`config.mk`:
```
export PLATFORM = sky130hd
export DESIGN_NAME = config_text_tokenizer_flat
export DESIGN_NICKNAME = d
export VERILOG_FILES = /design/src/rtl/ctt_pkg.sv /design/src/rtl/ctt_if.sv /design/src/rtl/config_text_tokenizer.sv /design/src/rtl/ctt_lexer.sv /design/src/rtl/ctt_result_buf.sv /design/src/flat_wrapper.sv
export SDC_FILE = /design/constraint.sdc
export NUM_CORES = 1
export LEC_CHECK = 0
export ABC_AREA = 0
export BUFFER_PORTS_ARGS = -buffer_cell sky130_fd_sc_hd__buf_4
export CAP_MARGIN = 40
export CORE_UTILIZATION = 55
export DETAILED_ROUTE_END_ITERATION = 12
export GPL_TIMING_DRIVEN = 0
export HOLD_SLACK_MARGIN = 0.02
export PLACE_DENSITY = 0.75
export SYNTH_ARGS = -nofsm -noshare
export SYNTH_HDL_FRONTEND = slang
export SYNTH_SLANG_ARGS = --single-unit
export TNS_END_PERCENT = 100
```
`constraint.sdc`:
```
create_clock -name clk -period 14.9 [get_ports clk]
set_input_delay 0.745 -clock clk [delete_from_list [all_inputs] [get_ports clk]]
set_output_delay 0.745 -clock clk [all_outputs]
set_load 0.1 [all_outputs]
```
`src/rtl/ctt_pkg.sv`:
```
// shared types, codes and helper functions of the config text tokenizer
// no dependencies
`default_nettype none

package ctt_pkg;

    localparam int TEXT_ADDR_WIDTH_DEF = 16;

    // token codes
    localparam logic [3:0] TK_EOF    = 4'd0;
    localparam logic [3:0] TK_END    = 4'd1;
    localparam logic [3:0] TK_SLASH  = 4'd2;
    localparam logic [3:0] TK_STAR   = 4'd3;
    localparam logic [3:0] TK_DOT    = 4'd4;
    localparam logic [3:0] TK_STRING = 4'd5;
    localparam logic [3:0] TK_INT    = 4'd6;
    localparam logic [3:0] TK_OPEN   = 4'd7;
    localparam logic [3:0] TK_CLOSE  = 4'd8;
    localparam logic [3:0] TK_ERROR  = 4'd9;

    // result kinds
    localparam logic RK_TOKEN = 1'b0;
    localparam logic RK_WRITE = 1'b1;

    // characters
    localparam logic [7:0] CH_NL     = 8'h0a;
    localparam logic [7:0] CH_TAB    = 8'h09;
    localparam logic [7:0] CH_SPACE  = 8'h20;
    localparam logic [7:0] CH_SLASH  = 8'h2f;
    localparam logic [7:0] CH_STAR   = 8'h2a;
    localparam logic [7:0] CH_DOT    = 8'h2e;
    localparam logic [7:0] CH_LBRACE = 8'h7b;
    localparam logic [7:0] CH_RBRACE = 8'h7d;
    localparam logic [7:0] CH_ZERO   = 8'h30;
    localparam logic [7:0] CH_NUL    = 8'h00;

    localparam logic [30:0] INT_MAX  = 31'h7fff_ffff;
    localparam logic [19:0] LINE_MAX = 20'hf_ffff;
    localparam logic [15:0] COL_MAX  = 16'hffff;

    localparam int MAX_RESULTS = 4;

    typedef enum logic [6:0] {
        PH_IDLE   = 7'b000_0001,
        PH_IDENT  = 7'b000_0010,
        PH_NUMBER = 7'b000_0100,
        PH_OPEN   = 7'b000_1000,
        PH_BLOCK  = 7'b001_0000,
        PH_ERROR  = 7'b010_0000,
        PH_DONE   = 7'b100_0000
    } phase_t;

    typedef struct packed {
        logic        result_kind;
        logic [3:0]  token_kind;
        logic [30:0] token_value;
        logic [15:0] text_addr;
        logic [7:0]  text_byte;
        logic [19:0] error_line;
        logic [15:0] error_column;
    } res_t;

    // all results of one item
    typedef struct packed {
        logic [2:0]                  count;
        res_t [MAX_RESULTS-1:0]      res;
    } batch_t;

    function automatic logic is_alpha(input logic [7:0] c);
        return (c inside {[8'h61:8'h7a], [8'h41:8'h5a]});
    endfunction

    function automatic logic is_digit(input logic [7:0] c);
        return (c inside {[8'h30:8'h39]});
    endfunction

    function automatic res_t tok_res(input logic [3:0] kind, input logic [30:0] value);
        res_t r;
        r              = '0;
        r.result_kind  = RK_TOKEN;
        r.token_kind   = kind;
        r.token_value  = value;
        return r;
    endfunction

    function automatic res_t wr_res(input logic [15:0] addr, input logic [7:0] b);
        res_t r;
        r              = '0;
        r.result_kind  = RK_WRITE;
        r.text_addr    = addr;
        r.text_byte    = b;
        return r;
    endfunction

    function automatic res_t err_res(input logic [19:0] line, input logic [15:0] col);
        res_t r;
        r              = '0;
        r.result_kind  = RK_TOKEN;
        r.token_kind   = TK_ERROR;
        r.error_line   = line;
        r.error_column = col;
        return r;
    endfunction

endpackage

`default_nettype wire

```
`src/rtl/ctt_if.sv`:
```
// channel interfaces of the config text tokenizer: character items in, results out
// no dependencies
`default_nettype none

interface ctt_char_if;
    logic       valid;
    logic       ready;
    logic [7:0] char_byte;
    logic       end_of_input;

    modport source (output valid, output char_byte, output end_of_input, input ready);
    modport sink   (input valid, input char_byte, input end_of_input, output ready);
endinterface

interface ctt_token_if;
    logic        valid;
    logic        ready;
    logic        result_kind;
    logic [3:0]  token_kind;
    logic [30:0] token_value;
    logic [15:0] text_addr;
    logic [7:0]  text_byte;
    logic [19:0] error_line;
    logic [15:0] error_column;
    logic        last_result;

    modport source (output valid, output result_kind, output token_kind, output token_value,
                    output text_addr, output text_byte, output error_line,
                    output error_column, output last_result, input ready);
    modport sink   (input valid, input result_kind, input token_kind, input token_value,
                    input text_addr, input text_byte, input error_line,
                    input error_column, input last_result, output ready);
endinterface

`default_nettype wire

```
`src/rtl/config_text_tokenizer.sv`:
```
// top level of the config text tokenizer: input register, lexer, result buffer
// depends on ctt_pkg, ctt_if, ctt_lexer and ctt_result_buf
`default_nettype none

// Tokenizer for a small configuration text. Each item on char_in is one
// character byte or an end-of-input mark; the tokens and text store writes
// it causes leave on tok_out in order, the final one of each item flagged by
// last_result. An accepted item sits in an input register; the lexer works it
// in one pass of logic into up to four results, which load a result buffer
// that drains one result per cycle while tok_out is ready. Items that yield
// zero or one result thus flow back to back; an item that yields more holds
// the single output port until its last result leaves, and the next item
// waits in the input register meanwhile. After an error token the block
// drops every item without result until reset. Reset takes effect at once:
// there is no clearing pass, and the text store itself lives outside the
// block, fed by the write results.
module config_text_tokenizer #(
    parameter int TEXT_ADDR_WIDTH = ctt_pkg::TEXT_ADDR_WIDTH_DEF
) (
    input  wire logic     clk,
    input  wire logic     rst_n,
    ctt_char_if.sink      char_in,
    ctt_token_if.source   tok_out
);

    // input register
    logic            in_valid_reg;
    logic [7:0]      in_char_reg;
    logic            in_eoi_reg;

    logic            buf_free;
    logic            advance;
    ctt_pkg::batch_t batch;

    // the held item moves on once the result buffer can take its results
    assign advance       = in_valid_reg && buf_free;
    assign char_in.ready = !in_valid_reg || advance;

    always_ff @(posedge clk or negedge rst_n)
    begin
        if (!rst_n)
        begin
            in_valid_reg <= 1'b0;
        end
        else if (char_in.ready)
        begin
            in_valid_reg <= char_in.valid;
        end
    end

    // payload only, no reset needed
    always_ff @(posedge clk)
    begin
        if (char_in.valid && char_in.ready)
        begin
            in_char_reg <= char_in.char_byte;
            in_eoi_reg  <= char_in.end_of_input;
        end
    end

    // lexer state and per-item logic
    ctt_lexer #(
        .TEXT_ADDR_WIDTH (TEXT_ADDR_WIDTH)
    ) u_lexer (
        .clk          (clk),
        .rst_n        (rst_n),
        .advance      (advance),
        .char_byte    (in_char_reg),
        .end_of_input (in_eoi_reg),
        .batch        (batch)
    );

    // result register, one result out per cycle while tok_out is ready
    ctt_result_buf u_result_buf (
        .clk     (clk),
        .rst_n   (rst_n),
        .load    (advance),
        .batch   (batch),
        .free    (buf_free),
        .res_out (tok_out)
    );

endmodule

`default_nettype wire

```
`src/rtl/ctt_lexer.sv`:
```
// lexer state and the single-pass next-state / result logic for one item
// depends on ctt_pkg
`default_nettype none

module ctt_lexer #(
    parameter int TEXT_ADDR_WIDTH = ctt_pkg::TEXT_ADDR_WIDTH_DEF
) (
    input  wire logic          clk,
    input  wire logic          rst_n,
    input  wire logic          advance,
    input  wire logic [7:0]    char_byte,
    input  wire logic          end_of_input,
    output ctt_pkg::batch_t    batch
);

    localparam int LenW = TEXT_ADDR_WIDTH + 1;

    ctt_pkg::phase_t              phase_reg, phase_next;
    logic [1:0]                   brace_reg, brace_next;
    logic [30:0]                  acc_reg, acc_next;
    logic [LenW-1:0]              len_reg, len_next;
    logic [TEXT_ADDR_WIDTH-1:0]   start_reg, start_next;
    logic [19:0]                  line_reg, line_next;
    logic [15:0]                  col_reg, col_next;
    logic                         nl_reg, nl_next;
    logic [19:0]                  bline_reg, bline_next;
    logic [15:0]                  bcol_reg, bcol_next;

    logic [34:0]                  acc_sum;

    assign acc_sum = ({4'd0, acc_reg} << 3) + ({4'd0, acc_reg} << 1)
                   + 35'(char_byte - ctt_pkg::CH_ZERO);

    always_comb
    begin
        logic [2:0]  n;
        logic        ok;
        logic        disp;
        ctt_pkg::res_t [ctt_pkg::MAX_RESULTS-1:0] res;

        n          = 3'd0;
        ok         = 1'b1;
        disp       = 1'b0;
        res        = '0;
        phase_next = phase_reg;
        brace_next = brace_reg;
        acc_next   = acc_reg;
        len_next   = len_reg;
        start_next = start_reg;
        line_next  = line_reg;
        col_next   = col_reg;
        nl_next    = nl_reg;
        bline_next = bline_reg;
        bcol_next  = bcol_reg;

        if (phase_reg == ctt_pkg::PH_ERROR)
        begin
            n = 3'd0;
        end
        else if (end_of_input)
        begin
            case (phase_reg)
                ctt_pkg::PH_IDENT:
                begin
                    if (len_next[TEXT_ADDR_WIDTH])
                    begin
                        res[n[1:0]] = ctt_pkg::err_res(line_reg, col_reg);
                        n = n + 3'd1;
                        phase_next = ctt_pkg::PH_ERROR;
                    end
                    else
                    begin
                        res[n[1:0]] = ctt_pkg::wr_res(16'(len_next[TEXT_ADDR_WIDTH-1:0]),
                                                      ctt_pkg::CH_NUL);
                        n = n + 3'd1;
                        len_next = len_next + LenW'(1);
                        res[n[1:0]] = ctt_pkg::tok_res(ctt_pkg::TK_STRING, 31'(start_reg));
                        n = n + 3'd1;
                        res[n[1:0]] = ctt_pkg::tok_res(ctt_pkg::TK_EOF, 31'd0);
                        n = n + 3'd1;
                        phase_next = ctt_pkg::PH_DONE;
                    end
                end
                ctt_pkg::PH_NUMBER:
                begin
                    res[n[1:0]] = ctt_pkg::tok_res(ctt_pkg::TK_INT, acc_reg);
                    n = n + 3'd1;
                    res[n[1:0]] = ctt_pkg::tok_res(ctt_pkg::TK_EOF, 31'd0);
                    n = n + 3'd1;
                    phase_next = ctt_pkg::PH_DONE;
                end
                ctt_pkg::PH_OPEN:
                begin
                    res[n[1:0]] = ctt_pkg::err_res(bline_reg, bcol_reg);
                    n = n + 3'd1;
                    phase_next = ctt_pkg::PH_ERROR;
                end
                ctt_pkg::PH_BLOCK:
                begin
                    res[n[1:0]] = ctt_pkg::err_res(line_reg, col_reg);
                    n = n + 3'd1;
                    phase_next = ctt_pkg::PH_ERROR;
                end
                default:
                begin
                    res[n[1:0]] = ctt_pkg::tok_res(ctt_pkg::TK_EOF, 31'd0);
                    n = n + 3'd1;
                    phase_next = ctt_pkg::PH_DONE;
                end
            endcase
        end
        else if (phase_reg != ctt_pkg::PH_DONE)
        begin
            case (phase_reg)
                ctt_pkg::PH_IDENT:
                begin
                    if (ctt_pkg::is_alpha(char_byte) || ctt_pkg::is_digit(char_byte))
                    begin
                        if (len_next[TEXT_ADDR_WIDTH])
                        begin
                            res[n[1:0]] = ctt_pkg::err_res(line_reg, col_reg);
                            n = n + 3'd1;
                            phase_next = ctt_pkg::PH_ERROR;
                        end
                        else
                        begin
                            res[n[1:0]] = ctt_pkg::wr_res(
                                16'(len_next[TEXT_ADDR_WIDTH-1:0]), char_byte);
                            n = n + 3'd1;
                            len_next = len_next + LenW'(1);
                        end
                    end
                    else if (len_next[TEXT_ADDR_WIDTH])
                    begin
                        res[n[1:0]] = ctt_pkg::err_res(line_reg, col_reg);
                        n = n + 3'd1;
                        phase_next = ctt_pkg::PH_ERROR;
                    end
                    else
                    begin
                        res[n[1:0]] = ctt_pkg::wr_res(16'(len_next[TEXT_ADDR_WIDTH-1:0]),
                                                      ctt_pkg::CH_NUL);
                        n = n + 3'd1;
                        len_next = len_next + LenW'(1);
                        res[n[1:0]] = ctt_pkg::tok_res(ctt_pkg::TK_STRING, 31'(start_reg));
                        n = n + 3'd1;
                        phase_next = ctt_pkg::PH_IDLE;
                        disp = 1'b1;
                    end
                end
                ctt_pkg::PH_NUMBER:
                begin
                    if (ctt_pkg::is_digit(char_byte))
                    begin
                        // saturate at the largest 31-bit value
                        acc_next = (acc_sum > 35'(ctt_pkg::INT_MAX)) ? ctt_pkg::INT_MAX
                                                                     : acc_sum[30:0];
                    end
                    else
                    begin
                        res[n[1:0]] = ctt_pkg::tok_res(ctt_pkg::TK_INT, acc_reg);
                        n = n + 3'd1;
                        phase_next = ctt_pkg::PH_IDLE;
                        disp = 1'b1;
                    end
                end
                ctt_pkg::PH_OPEN:
                begin
                    if (char_byte == ctt_pkg::CH_LBRACE)
                    begin
                        if (brace_reg == 2'd2)
                        begin
                            brace_next = 2'd0;
                            start_next = len_reg[TEXT_ADDR_WIDTH-1:0];
                            phase_next = ctt_pkg::PH_BLOCK;
                        end
                        else
                        begin
                            brace_next = brace_reg + 2'd1;
                        end
                    end
                    else
                    begin
                        res[n[1:0]] = ctt_pkg::err_res(bline_reg, bcol_reg);
                        n = n + 3'd1;
                        phase_next = ctt_pkg::PH_ERROR;
                    end
                end
                ctt_pkg::PH_BLOCK:
                begin
                    if (char_byte == ctt_pkg::CH_RBRACE)
                    begin
                        if (brace_reg == 2'd2)
                        begin
                            brace_next = 2'd0;
                            if (len_next[TEXT_ADDR_WIDTH])
                            begin
                                res[n[1:0]] = ctt_pkg::err_res(line_reg, col_reg);
                                n = n + 3'd1;
                                phase_next = ctt_pkg::PH_ERROR;
                            end
                            else
                            begin
                                res[n[1:0]] = ctt_pkg::wr_res(
                                    16'(len_next[TEXT_ADDR_WIDTH-1:0]), ctt_pkg::CH_NUL);
                                n = n + 3'd1;
                                len_next = len_next + LenW'(1);
                                res[n[1:0]] = ctt_pkg::tok_res(ctt_pkg::TK_OPEN, 31'd0);
                                n = n + 3'd1;
                                res[n[1:0]] = ctt_pkg::tok_res(ctt_pkg::TK_STRING,
                                                               31'(start_reg));
                                n = n + 3'd1;
                                res[n[1:0]] = ctt_pkg::tok_res(ctt_pkg::TK_CLOSE, 31'd0);
                                n = n + 3'd1;
                                phase_next = ctt_pkg::PH_IDLE;
                            end
                        end
                        else
                        begin
                            brace_next = brace_reg + 2'd1;
                        end
                    end
                    else
                    begin
                        // pending closing braces become body bytes first
                        if (brace_reg != 2'd0)
                        begin
                            if (len_next[TEXT_ADDR_WIDTH])
                            begin
                                res[n[1:0]] = ctt_pkg::err_res(line_reg, col_reg);
                                n = n + 3'd1;
                                phase_next = ctt_pkg::PH_ERROR;
                                ok = 1'b0;
                            end
                            else
                            begin
                                res[n[1:0]] = ctt_pkg::wr_res(
                                    16'(len_next[TEXT_ADDR_WIDTH-1:0]), ctt_pkg::CH_RBRACE);
                                n = n + 3'd1;
                                len_next = len_next + LenW'(1);
                            end
                        end
                        if (ok && brace_reg == 2'd2)
                        begin
                            if (len_next[TEXT_ADDR_WIDTH])
                            begin
                                res[n[1:0]] = ctt_pkg::err_res(line_reg, col_reg);
                                n = n + 3'd1;
                                phase_next = ctt_pkg::PH_ERROR;
                                ok = 1'b0;
                            end
                            else
                            begin
                                res[n[1:0]] = ctt_pkg::wr_res(
                                    16'(len_next[TEXT_ADDR_WIDTH-1:0]), ctt_pkg::CH_RBRACE);
                                n = n + 3'd1;
                                len_next = len_next + LenW'(1);
                            end
                        end
                        if (ok)
                        begin
                            brace_next = 2'd0;
                            if (len_next[TEXT_ADDR_WIDTH])
                            begin
                                res[n[1:0]] = ctt_pkg::err_res(line_reg, col_reg);
                                n = n + 3'd1;
                                phase_next = ctt_pkg::PH_ERROR;
                            end
                            else
                            begin
                                res[n[1:0]] = ctt_pkg::wr_res(
                                    16'(len_next[TEXT_ADDR_WIDTH-1:0]), char_byte);
                                n = n + 3'd1;
                                len_next = len_next + LenW'(1);
                            end
                        end
                    end
                end
                default:
                begin
                    disp = 1'b1;
                end
            endcase

            // start of a new token from the idle phase, also right after an identifier or number ends
            if (disp)
            begin
                if (char_byte == ctt_pkg::CH_NL)
                begin
                    if (!nl_reg)
                    begin
                        res[n[1:0]] = ctt_pkg::tok_res(ctt_pkg::TK_END, 31'd0);
                        n = n + 3'd1;
                    end
                    nl_next = 1'b1;
                end
                else
                begin
                    nl_next = 1'b0;
                    if (char_byte inside {ctt_pkg::CH_SPACE, ctt_pkg::CH_TAB})
                    begin
                        nl_next = 1'b0;
                    end
                    else if (char_byte == ctt_pkg::CH_SLASH)
                    begin
                        res[n[1:0]] = ctt_pkg::tok_res(ctt_pkg::TK_SLASH, 31'd0);
                        n = n + 3'd1;
                    end
                    else if (char_byte == ctt_pkg::CH_STAR)
                    begin
                        res[n[1:0]] = ctt_pkg::tok_res(ctt_pkg::TK_STAR, 31'd0);
                        n = n + 3'd1;
                    end
                    else if (char_byte == ctt_pkg::CH_DOT)
                    begin
                        res[n[1:0]] = ctt_pkg::tok_res(ctt_pkg::TK_DOT, 31'd0);
                        n = n + 3'd1;
                    end
                    else if (ctt_pkg::is_alpha(char_byte))
                    begin
                        start_next = len_next[TEXT_ADDR_WIDTH-1:0];
                        phase_next = ctt_pkg::PH_IDENT;
                        if (len_next[TEXT_ADDR_WIDTH])
                        begin
                            res[n[1:0]] = ctt_pkg::err_res(line_reg, col_reg);
                            n = n + 3'd1;
                            phase_next = ctt_pkg::PH_ERROR;
                        end
                        else
                        begin
                            res[n[1:0]] = ctt_pkg::wr_res(
                                16'(len_next[TEXT_ADDR_WIDTH-1:0]), char_byte);
                            n = n + 3'd1;
                            len_next = len_next + LenW'(1);
                        end
                    end
                    else if (ctt_pkg::is_digit(char_byte))
                    begin
                        acc_next   = 31'(char_byte - ctt_pkg::CH_ZERO);
                        phase_next = ctt_pkg::PH_NUMBER;
                    end
                    else if (char_byte == ctt_pkg::CH_LBRACE)
                    begin
                        brace_next = 2'd1;
                        bline_next = line_reg;
                        bcol_next  = col_reg;
                        phase_next = ctt_pkg::PH_OPEN;
                    end
                    else
                    begin
                        res[n[1:0]] = ctt_pkg::err_res(line_reg, col_reg);
                        n = n + 3'd1;
                        phase_next = ctt_pkg::PH_ERROR;
                    end
                end
            end

            // position of the next byte, saturating
            if (char_byte == ctt_pkg::CH_NL)
            begin
                if (line_reg != ctt_pkg::LINE_MAX)
                begin
                    line_next = line_reg + 20'd1;
                end
                col_next = 16'd1;
            end
            else if (col_reg != ctt_pkg::COL_MAX)
            begin
                col_next = col_reg + 16'd1;
            end
        end

        batch.count = n;
        batch.res   = res;
    end

    always_ff @(posedge clk or negedge rst_n)
    begin
        if (!rst_n)
        begin
            phase_reg <= ctt_pkg::PH_IDLE;
            brace_reg <= 2'd0;
            acc_reg   <= '0;
            len_reg   <= '0;
            start_reg <= '0;
            line_reg  <= 20'd1;
            col_reg   <= 16'd1;
            nl_reg    <= 1'b0;
            bline_reg <= 20'd1;
            bcol_reg  <= 16'd1;
        end
        else if (advance)
        begin
            phase_reg <= phase_next;
            brace_reg <= brace_next;
            acc_reg   <= acc_next;
            len_reg   <= len_next;
            start_reg <= start_next;
            line_reg  <= line_next;
            col_reg   <= col_next;
            nl_reg    <= nl_next;
            bline_reg <= bline_next;
            bcol_reg  <= bcol_next;
        end
    end

endmodule

`default_nettype wire

```
`src/rtl/ctt_result_buf.sv`:
```
// result register: holds one item's results, hands one out per cycle while ready
// depends on ctt_pkg and ctt_token_if
`default_nettype none

module ctt_result_buf (
    input  wire logic             clk,
    input  wire logic             rst_n,
    input  wire logic             load,
    input  wire ctt_pkg::batch_t  batch,
    output logic                  free,
    ctt_token_if.source           res_out
);

    ctt_pkg::res_t [ctt_pkg::MAX_RESULTS-1:0] res_reg;
    logic [2:0]     count_reg;
    logic [1:0]     head_reg;
    logic           has;
    logic           last;
    logic           pop;
    ctt_pkg::res_t  cur;

    assign has  = (count_reg != 3'd0);
    assign last = ({1'b0, head_reg} + 3'd1) == count_reg;
    assign pop  = has && res_out.ready;
    // the buffer can take a new batch once its last result leaves
    assign free = !has || (res_out.ready && last);
    assign cur  = res_reg[head_reg];

    assign res_out.valid        = has;
    assign res_out.result_kind  = cur.result_kind;
    assign res_out.token_kind   = cur.token_kind;
    assign res_out.token_value  = cur.token_value;
    assign res_out.text_addr    = cur.text_addr;
    assign res_out.text_byte    = cur.text_byte;
    assign res_out.error_line   = cur.error_line;
    assign res_out.error_column = cur.error_column;
    assign res_out.last_result  = last;

    always_ff @(posedge clk or negedge rst_n)
    begin
        if (!rst_n)
        begin
            count_reg <= 3'd0;
            head_reg  <= 2'd0;
        end
        else if (load)
        begin
            count_reg <= batch.count;
            head_reg  <= 2'd0;
        end
        else if (pop)
        begin
            if (last)
            begin
                count_reg <= 3'd0;
            end
            head_reg <= head_reg + 2'd1;
        end
    end

    always_ff @(posedge clk)
    begin
        if (load)
        begin
            res_reg <= batch.res;
        end
    end

endmodule

`default_nettype wire

```
`src/flat_wrapper.sv`:
```
// flat-port wrapper written by rule: the top's interface ports become plain ports
module config_text_tokenizer_flat 
#(
    parameter int TEXT_ADDR_WIDTH = ctt_pkg::TEXT_ADDR_WIDTH_DEF
)
  (clk, rst_n, char_in_valid, char_in_char_byte, char_in_end_of_input, char_in_ready, tok_out_valid, tok_out_result_kind, tok_out_token_kind, tok_out_token_value, tok_out_text_addr, tok_out_text_byte, tok_out_error_line, tok_out_error_column, tok_out_last_result, tok_out_ready);
  ctt_char_if char_in_i ();
  ctt_token_if tok_out_i ();
  input  wire logic clk;
  input  wire logic rst_n;
  input wire logic [$bits(char_in_i.valid)-1:0] char_in_valid;
  input wire logic [$bits(char_in_i.char_byte)-1:0] char_in_char_byte;
  input wire logic [$bits(char_in_i.end_of_input)-1:0] char_in_end_of_input;
  output wire logic [$bits(char_in_i.ready)-1:0] char_in_ready;
  output wire logic [$bits(tok_out_i.valid)-1:0] tok_out_valid;
  output wire logic [$bits(tok_out_i.result_kind)-1:0] tok_out_result_kind;
  output wire logic [$bits(tok_out_i.token_kind)-1:0] tok_out_token_kind;
  output wire logic [$bits(tok_out_i.token_value)-1:0] tok_out_token_value;
  output wire logic [$bits(tok_out_i.text_addr)-1:0] tok_out_text_addr;
  output wire logic [$bits(tok_out_i.text_byte)-1:0] tok_out_text_byte;
  output wire logic [$bits(tok_out_i.error_line)-1:0] tok_out_error_line;
  output wire logic [$bits(tok_out_i.error_column)-1:0] tok_out_error_column;
  output wire logic [$bits(tok_out_i.last_result)-1:0] tok_out_last_result;
  input wire logic [$bits(tok_out_i.ready)-1:0] tok_out_ready;
  assign char_in_i.valid = char_in_valid;
  assign char_in_i.char_byte = char_in_char_byte;
  assign char_in_i.end_of_input = char_in_end_of_input;
  assign char_in_ready = char_in_i.ready;
  assign tok_out_valid = tok_out_i.valid;
  assign tok_out_result_kind = tok_out_i.result_kind;
  assign tok_out_token_kind = tok_out_i.token_kind;
  assign tok_out_token_value = tok_out_i.token_value;
  assign tok_out_text_addr = tok_out_i.text_addr;
  assign tok_out_text_byte = tok_out_i.text_byte;
  assign tok_out_error_line = tok_out_i.error_line;
  assign tok_out_error_column = tok_out_i.error_column;
  assign tok_out_last_result = tok_out_i.last_result;
  assign tok_out_i.ready = tok_out_ready;
  config_text_tokenizer #(.TEXT_ADDR_WIDTH(TEXT_ADDR_WIDTH)) u_core (.clk(clk), .rst_n(rst_n), .char_in(char_in_i), .tok_out(tok_out_i));
endmodule
```
==> impl_results.md <==
* Status: completed
* Worst skew pair latency at 0.62 ns
* FFs w/ async S/R, synth at 0.314
* Vias in the first global route at 25000
* Gr usage total at 0.396
* CP top delay family: buffers and inverters
* FP Rows at 84
* RSZ-0062 raised after global routing: no
* Metal-1 WL at 40700 µm
* Endpoints failing hold at 0
* Met2 wire len at 48500 µm
* Syn. warnings at 0
* Nets at 3153
* Crit share post-route at 0.538
* Top cells by area, synth: edfxtp_1 (34%), dfrtp_1 (13%), mux4_2 (5.0%), a21oi_1 (3.6%), and2_1 (3.2%)
* Number of hold buffers added after cts at 0
* WL met3 at 10100 µm
* Largest net degree at the start of global routing at 112
* Yosys top cell area share at 0.340
* 1st-pass router iterations at 6
* Clock Pin Slew Worst Setup and Hold Paths at 0.07 ns
* Average wire per standard cell at 28.2 µm
* Startpoint class of the critical path: flip-flop
* CTS root buf: clkbuf_16
* Grt total ovfl at 0
* Layout cells sized above 1 at 0.134
* Routed vias at 25500
* Initial antenna violation count at 2
* Synth Instances at 2851
* Netlist Area Pre-Place at 29300 µm²
* Final setup fails at 0
* Most frequent CP cell: clkbuf_1
* Top FF cell, synth: edfxtp_1
* Slowest CP cell: nor3_2
* Iter 0 DRT Violations at 3423
* Hold WC Path Type: input port to asynchronous set/reset pin
* Post-DRT Antenna Nets at 0
* Starting Density at 0.558
* Peak supply drop at 0.000383 V
* Max reg flops at 323
* Post-CTS setup buffers at 0
* Cell taking the most area after synthesis: edfxtp_1
* R2r setup slk at 6.88 ns
* Worst Path Required at 15.25 ns
* Setup TNS at 0 ns
* First-pass GRT wire length at 158000 µm
* H-tree Lvls at 2
* Critical Path Max Stage Delay at 0.80 ns
* Worst path bufs/invs at 7
* Final Max Tran Viols at 0
* Worst reg2reg path depth at 20
* Post-synthesis sequential area ratio at 0.470
* Leak at 12.5 nW
* Synthesis-stage register bit count at 484
* CORE AREA at 52600 µm²
* Worst Path Max Fanout at 10
* WS Path Type: flip-flop to flip-flop
* Gates resized, CTS repair at 0
* Detailed Route WL at 107000 µm
* DRC at 0
* Syn Nets at 2948
* Area growth syn-to-layout at 13.5%
* WP data arrival at 8.36 ns
* CP Capture Type: flip-flop
* Final min period at 8.02 ns
* Clock tree buffer depth at 3
* Layout Skew at 0.0229 ns
* FF-to-FF End: u_core.u_result_buf.res_reg[75]
* TritonCTS clock tree: done
* Max Freq at 125 MHz
* CTS Buf Count at 51
* Vias per cell at 6.74
* Clock Sinks at 484
* Die area at 54200 µm²
* Die Width at 233 µm
* Routability-driven placement congestion ratio at 1.05
* Max-cap violations at 0
* RR Startpoint: u_core.in_char_reg[6]
* Final Util at 0.633
* Die span in y at 233 µm
* Distinct cells, synth at 96
* I/O pin count at 112
* Fill cells at 4199
* Top sig layer: met5
* Power per Cell Area at 262 nW/µm²
* Slew @ Worst Pin at 1.03 ns
* Mean Syn Cell Area at 10.3 µm²
* PortBufs at 111
* Max_slew headroom at 0.311
* Detailed Place HPWL at 79600 µm
* Number of synthesized flops with an enable pin at 332
* Cell Chain, Critical Path: clkbuf_1, nor2b_1, nand3_1, nor3_2, clkbuf_1, nor2_1, clkbuf_1, clkbuf_1, o211ai_1, o21ai_0, inv_1, ha_1, clkbuf_1, nand2_1, a21oi_1, nand2_1, a41oi_1, nor2_1, clkbuf_1, and2_1
-- cell type report --
cell class	count	area [µm²]	share of cell area
clock inverters	28	344	0.0103
well taps	688	861	0.0259
multi-input cells	2098	14500	0.435
repair buffers	152	1340	0.0403
inverters	64	240	0.00722
diodes	1	2.50	0.0000753
clock buffers	68	1370	0.0412
plain buffers	205	835	0.0251
flip-flops and latches	484	13800	0.414
-- per-stage QoR --
stage / area [µm²] / hold WS, ns / setup WS (ns) / instances / power [mW]
2_1_floorplan: 29300 / 0.449 / 2.30 / 2851 / 6.11
3_3_place_gp: 31000 / 0.467 / 1.82 / 3650 / 7.25
3_5_place_dp: 31500 / 0.471 / 7.22 / 3688 / 7.32
4_1_cts: 33200 / 0.0321 / 7.17 / 3784 / 8.66
5_1_grt: 33300 / 0.0455 / 6.66 / 3787 / 9.10
6_report: 33300 / 0.0311 / 6.88 / 3788 / 8.72
-- layer usage --
| metal | track usage | vias up |
|---|---|---|
| met3 | 0.0804 | 373 |
| li1 | - | 11000 |
| met2 | 0.615 | 1582 |
| met1 | 0.506 | 12600 |
| met4 | 0.251 | 4 |
| met5 | 0 | - |
-- worst max-delay path by stage --
stage	startpoint	end	slack [ns]	cells past startpoint
2_1_floorplan	u_core.u_result_buf.head_reg[1]	u_core.u_result_buf.res_reg[0]	2.30	5
3_3_place_gp	u_core.u_result_buf.head_reg[1]	u_core.u_result_buf.res_reg[247]	1.82	5
3_5_place_dp	u_core.in_char_reg[6]	u_core.u_result_buf.res_reg[75]	7.22	20
4_1_cts	u_core.in_char_reg[6]	u_core.u_result_buf.res_reg[75]	7.17	20
5_1_grt	u_core.in_char_reg[6]	u_core.u_result_buf.res_reg[75]	6.66	20
6_report	u_core.in_char_reg[6]	u_core.u_result_buf.res_reg[75]	6.88	20
-- report_power, final --
part	total (mW)	switching [mW]	leakage (nW)	internal [mW]
Sequential	2.29	0.243	5.27	2.05
Clock	1.32	0.564	0.833	0.759
Combinational	5.11	3.61	6.44	1.50
-- cells by family (layout without fill, tap and decap cells) --
logic type	count (synthesis)	in the layout	synth area share
muxes	127	127	0.0727
AOI/OAI and AO/OA	762	762	0.165
buffers and inverters	269	517	0.0367
xor gates and xnor gates	122	122	0.0372
other	0	1	0
DFF	484	484	0.470
and+or+nand+nor	1003	1003	0.175
adders and majority gates	84	84	0.0436
-- cell usage in the layout (no fill, tap or decap), types with 17 or more instances in the layout --
cell       Yosys  layout
a22oi_1       45      45
nor2b_1       55      54
clkbuf_16      0      52
nor4_1        21      21
nor2_1       234     234
and2_1       152     152
nand4_1       31      31
ha_1          54      54
a22o_1        34      34
and3_1        42      42
nand3_1       58      58
dfrtp_1      147     147
mux2_2        37      37
buf_4          4     122
edfxtp_1     332     332
a21o_1        30      30
xnor2_1       73      73
xor2_1        47      47
a21oi_1      213     213
o22ai_1       40      40
a31oi_1       40      40
clkbuf_1     151     166
o21ai_0      186     186
nand2_1      241     241
fa_1          30      30
mux2i_1       25      25
mux4_2        65      65
nand2b_1      17      17
buf_2         26      34
buf_1         20      20
nor3_1        70      68
inv_1         64      64
-- synthesized netlist by cell type, types with 10 or more instances --
cell,n
a211oi_1,12
a21o_1,30
a21oi_1,213
a221oi_1,10
a22o_1,34
a22oi_1,45
a31oi_1,40
and2_1,152
and3_1,42
buf_1,20
buf_2,26
clkbuf_1,151
dfrtp_1,147
edfxtp_1,332
fa_1,30
ha_1,54
inv_1,64
mux2_2,37
mux2i_1,25
mux4_2,65
nand2_1,241
nand2b_1,17
nand3_1,58
nand4_1,31
nor2_1,234
nor2b_1,55
nor3_1,70
nor3b_1,10
nor4_1,21
o211ai_1,11
o21a_1,16
o21ai_0,186
o22ai_1,40
o31ai_1,11
o32ai_1,16
or2_2,10
or3_1,16
xnor2_1,73
xor2_1,47
-- worst reg2reg max path, cell delays in order (launching register included) --
cell,delay (ns)
edfxtp_1,0.32
clkbuf_1,0.58
nor2b_1,0.30
nand3_1,0.19
nor3_2,0.80
clkbuf_1,0.62
nor2_1,0.31
clkbuf_1,0.34
clkbuf_1,0.41
o211ai_1,0.44
o21ai_0,0.33
inv_1,0.15
ha_1,0.16
clkbuf_1,0.43
nand2_1,0.17
a21oi_1,0.47
nand2_1,0.14
a41oi_1,0.72
nor2_1,0.33
clkbuf_1,0.28
and2_1,0.26
Note: power is estimated with default switching activity, not from simulation.
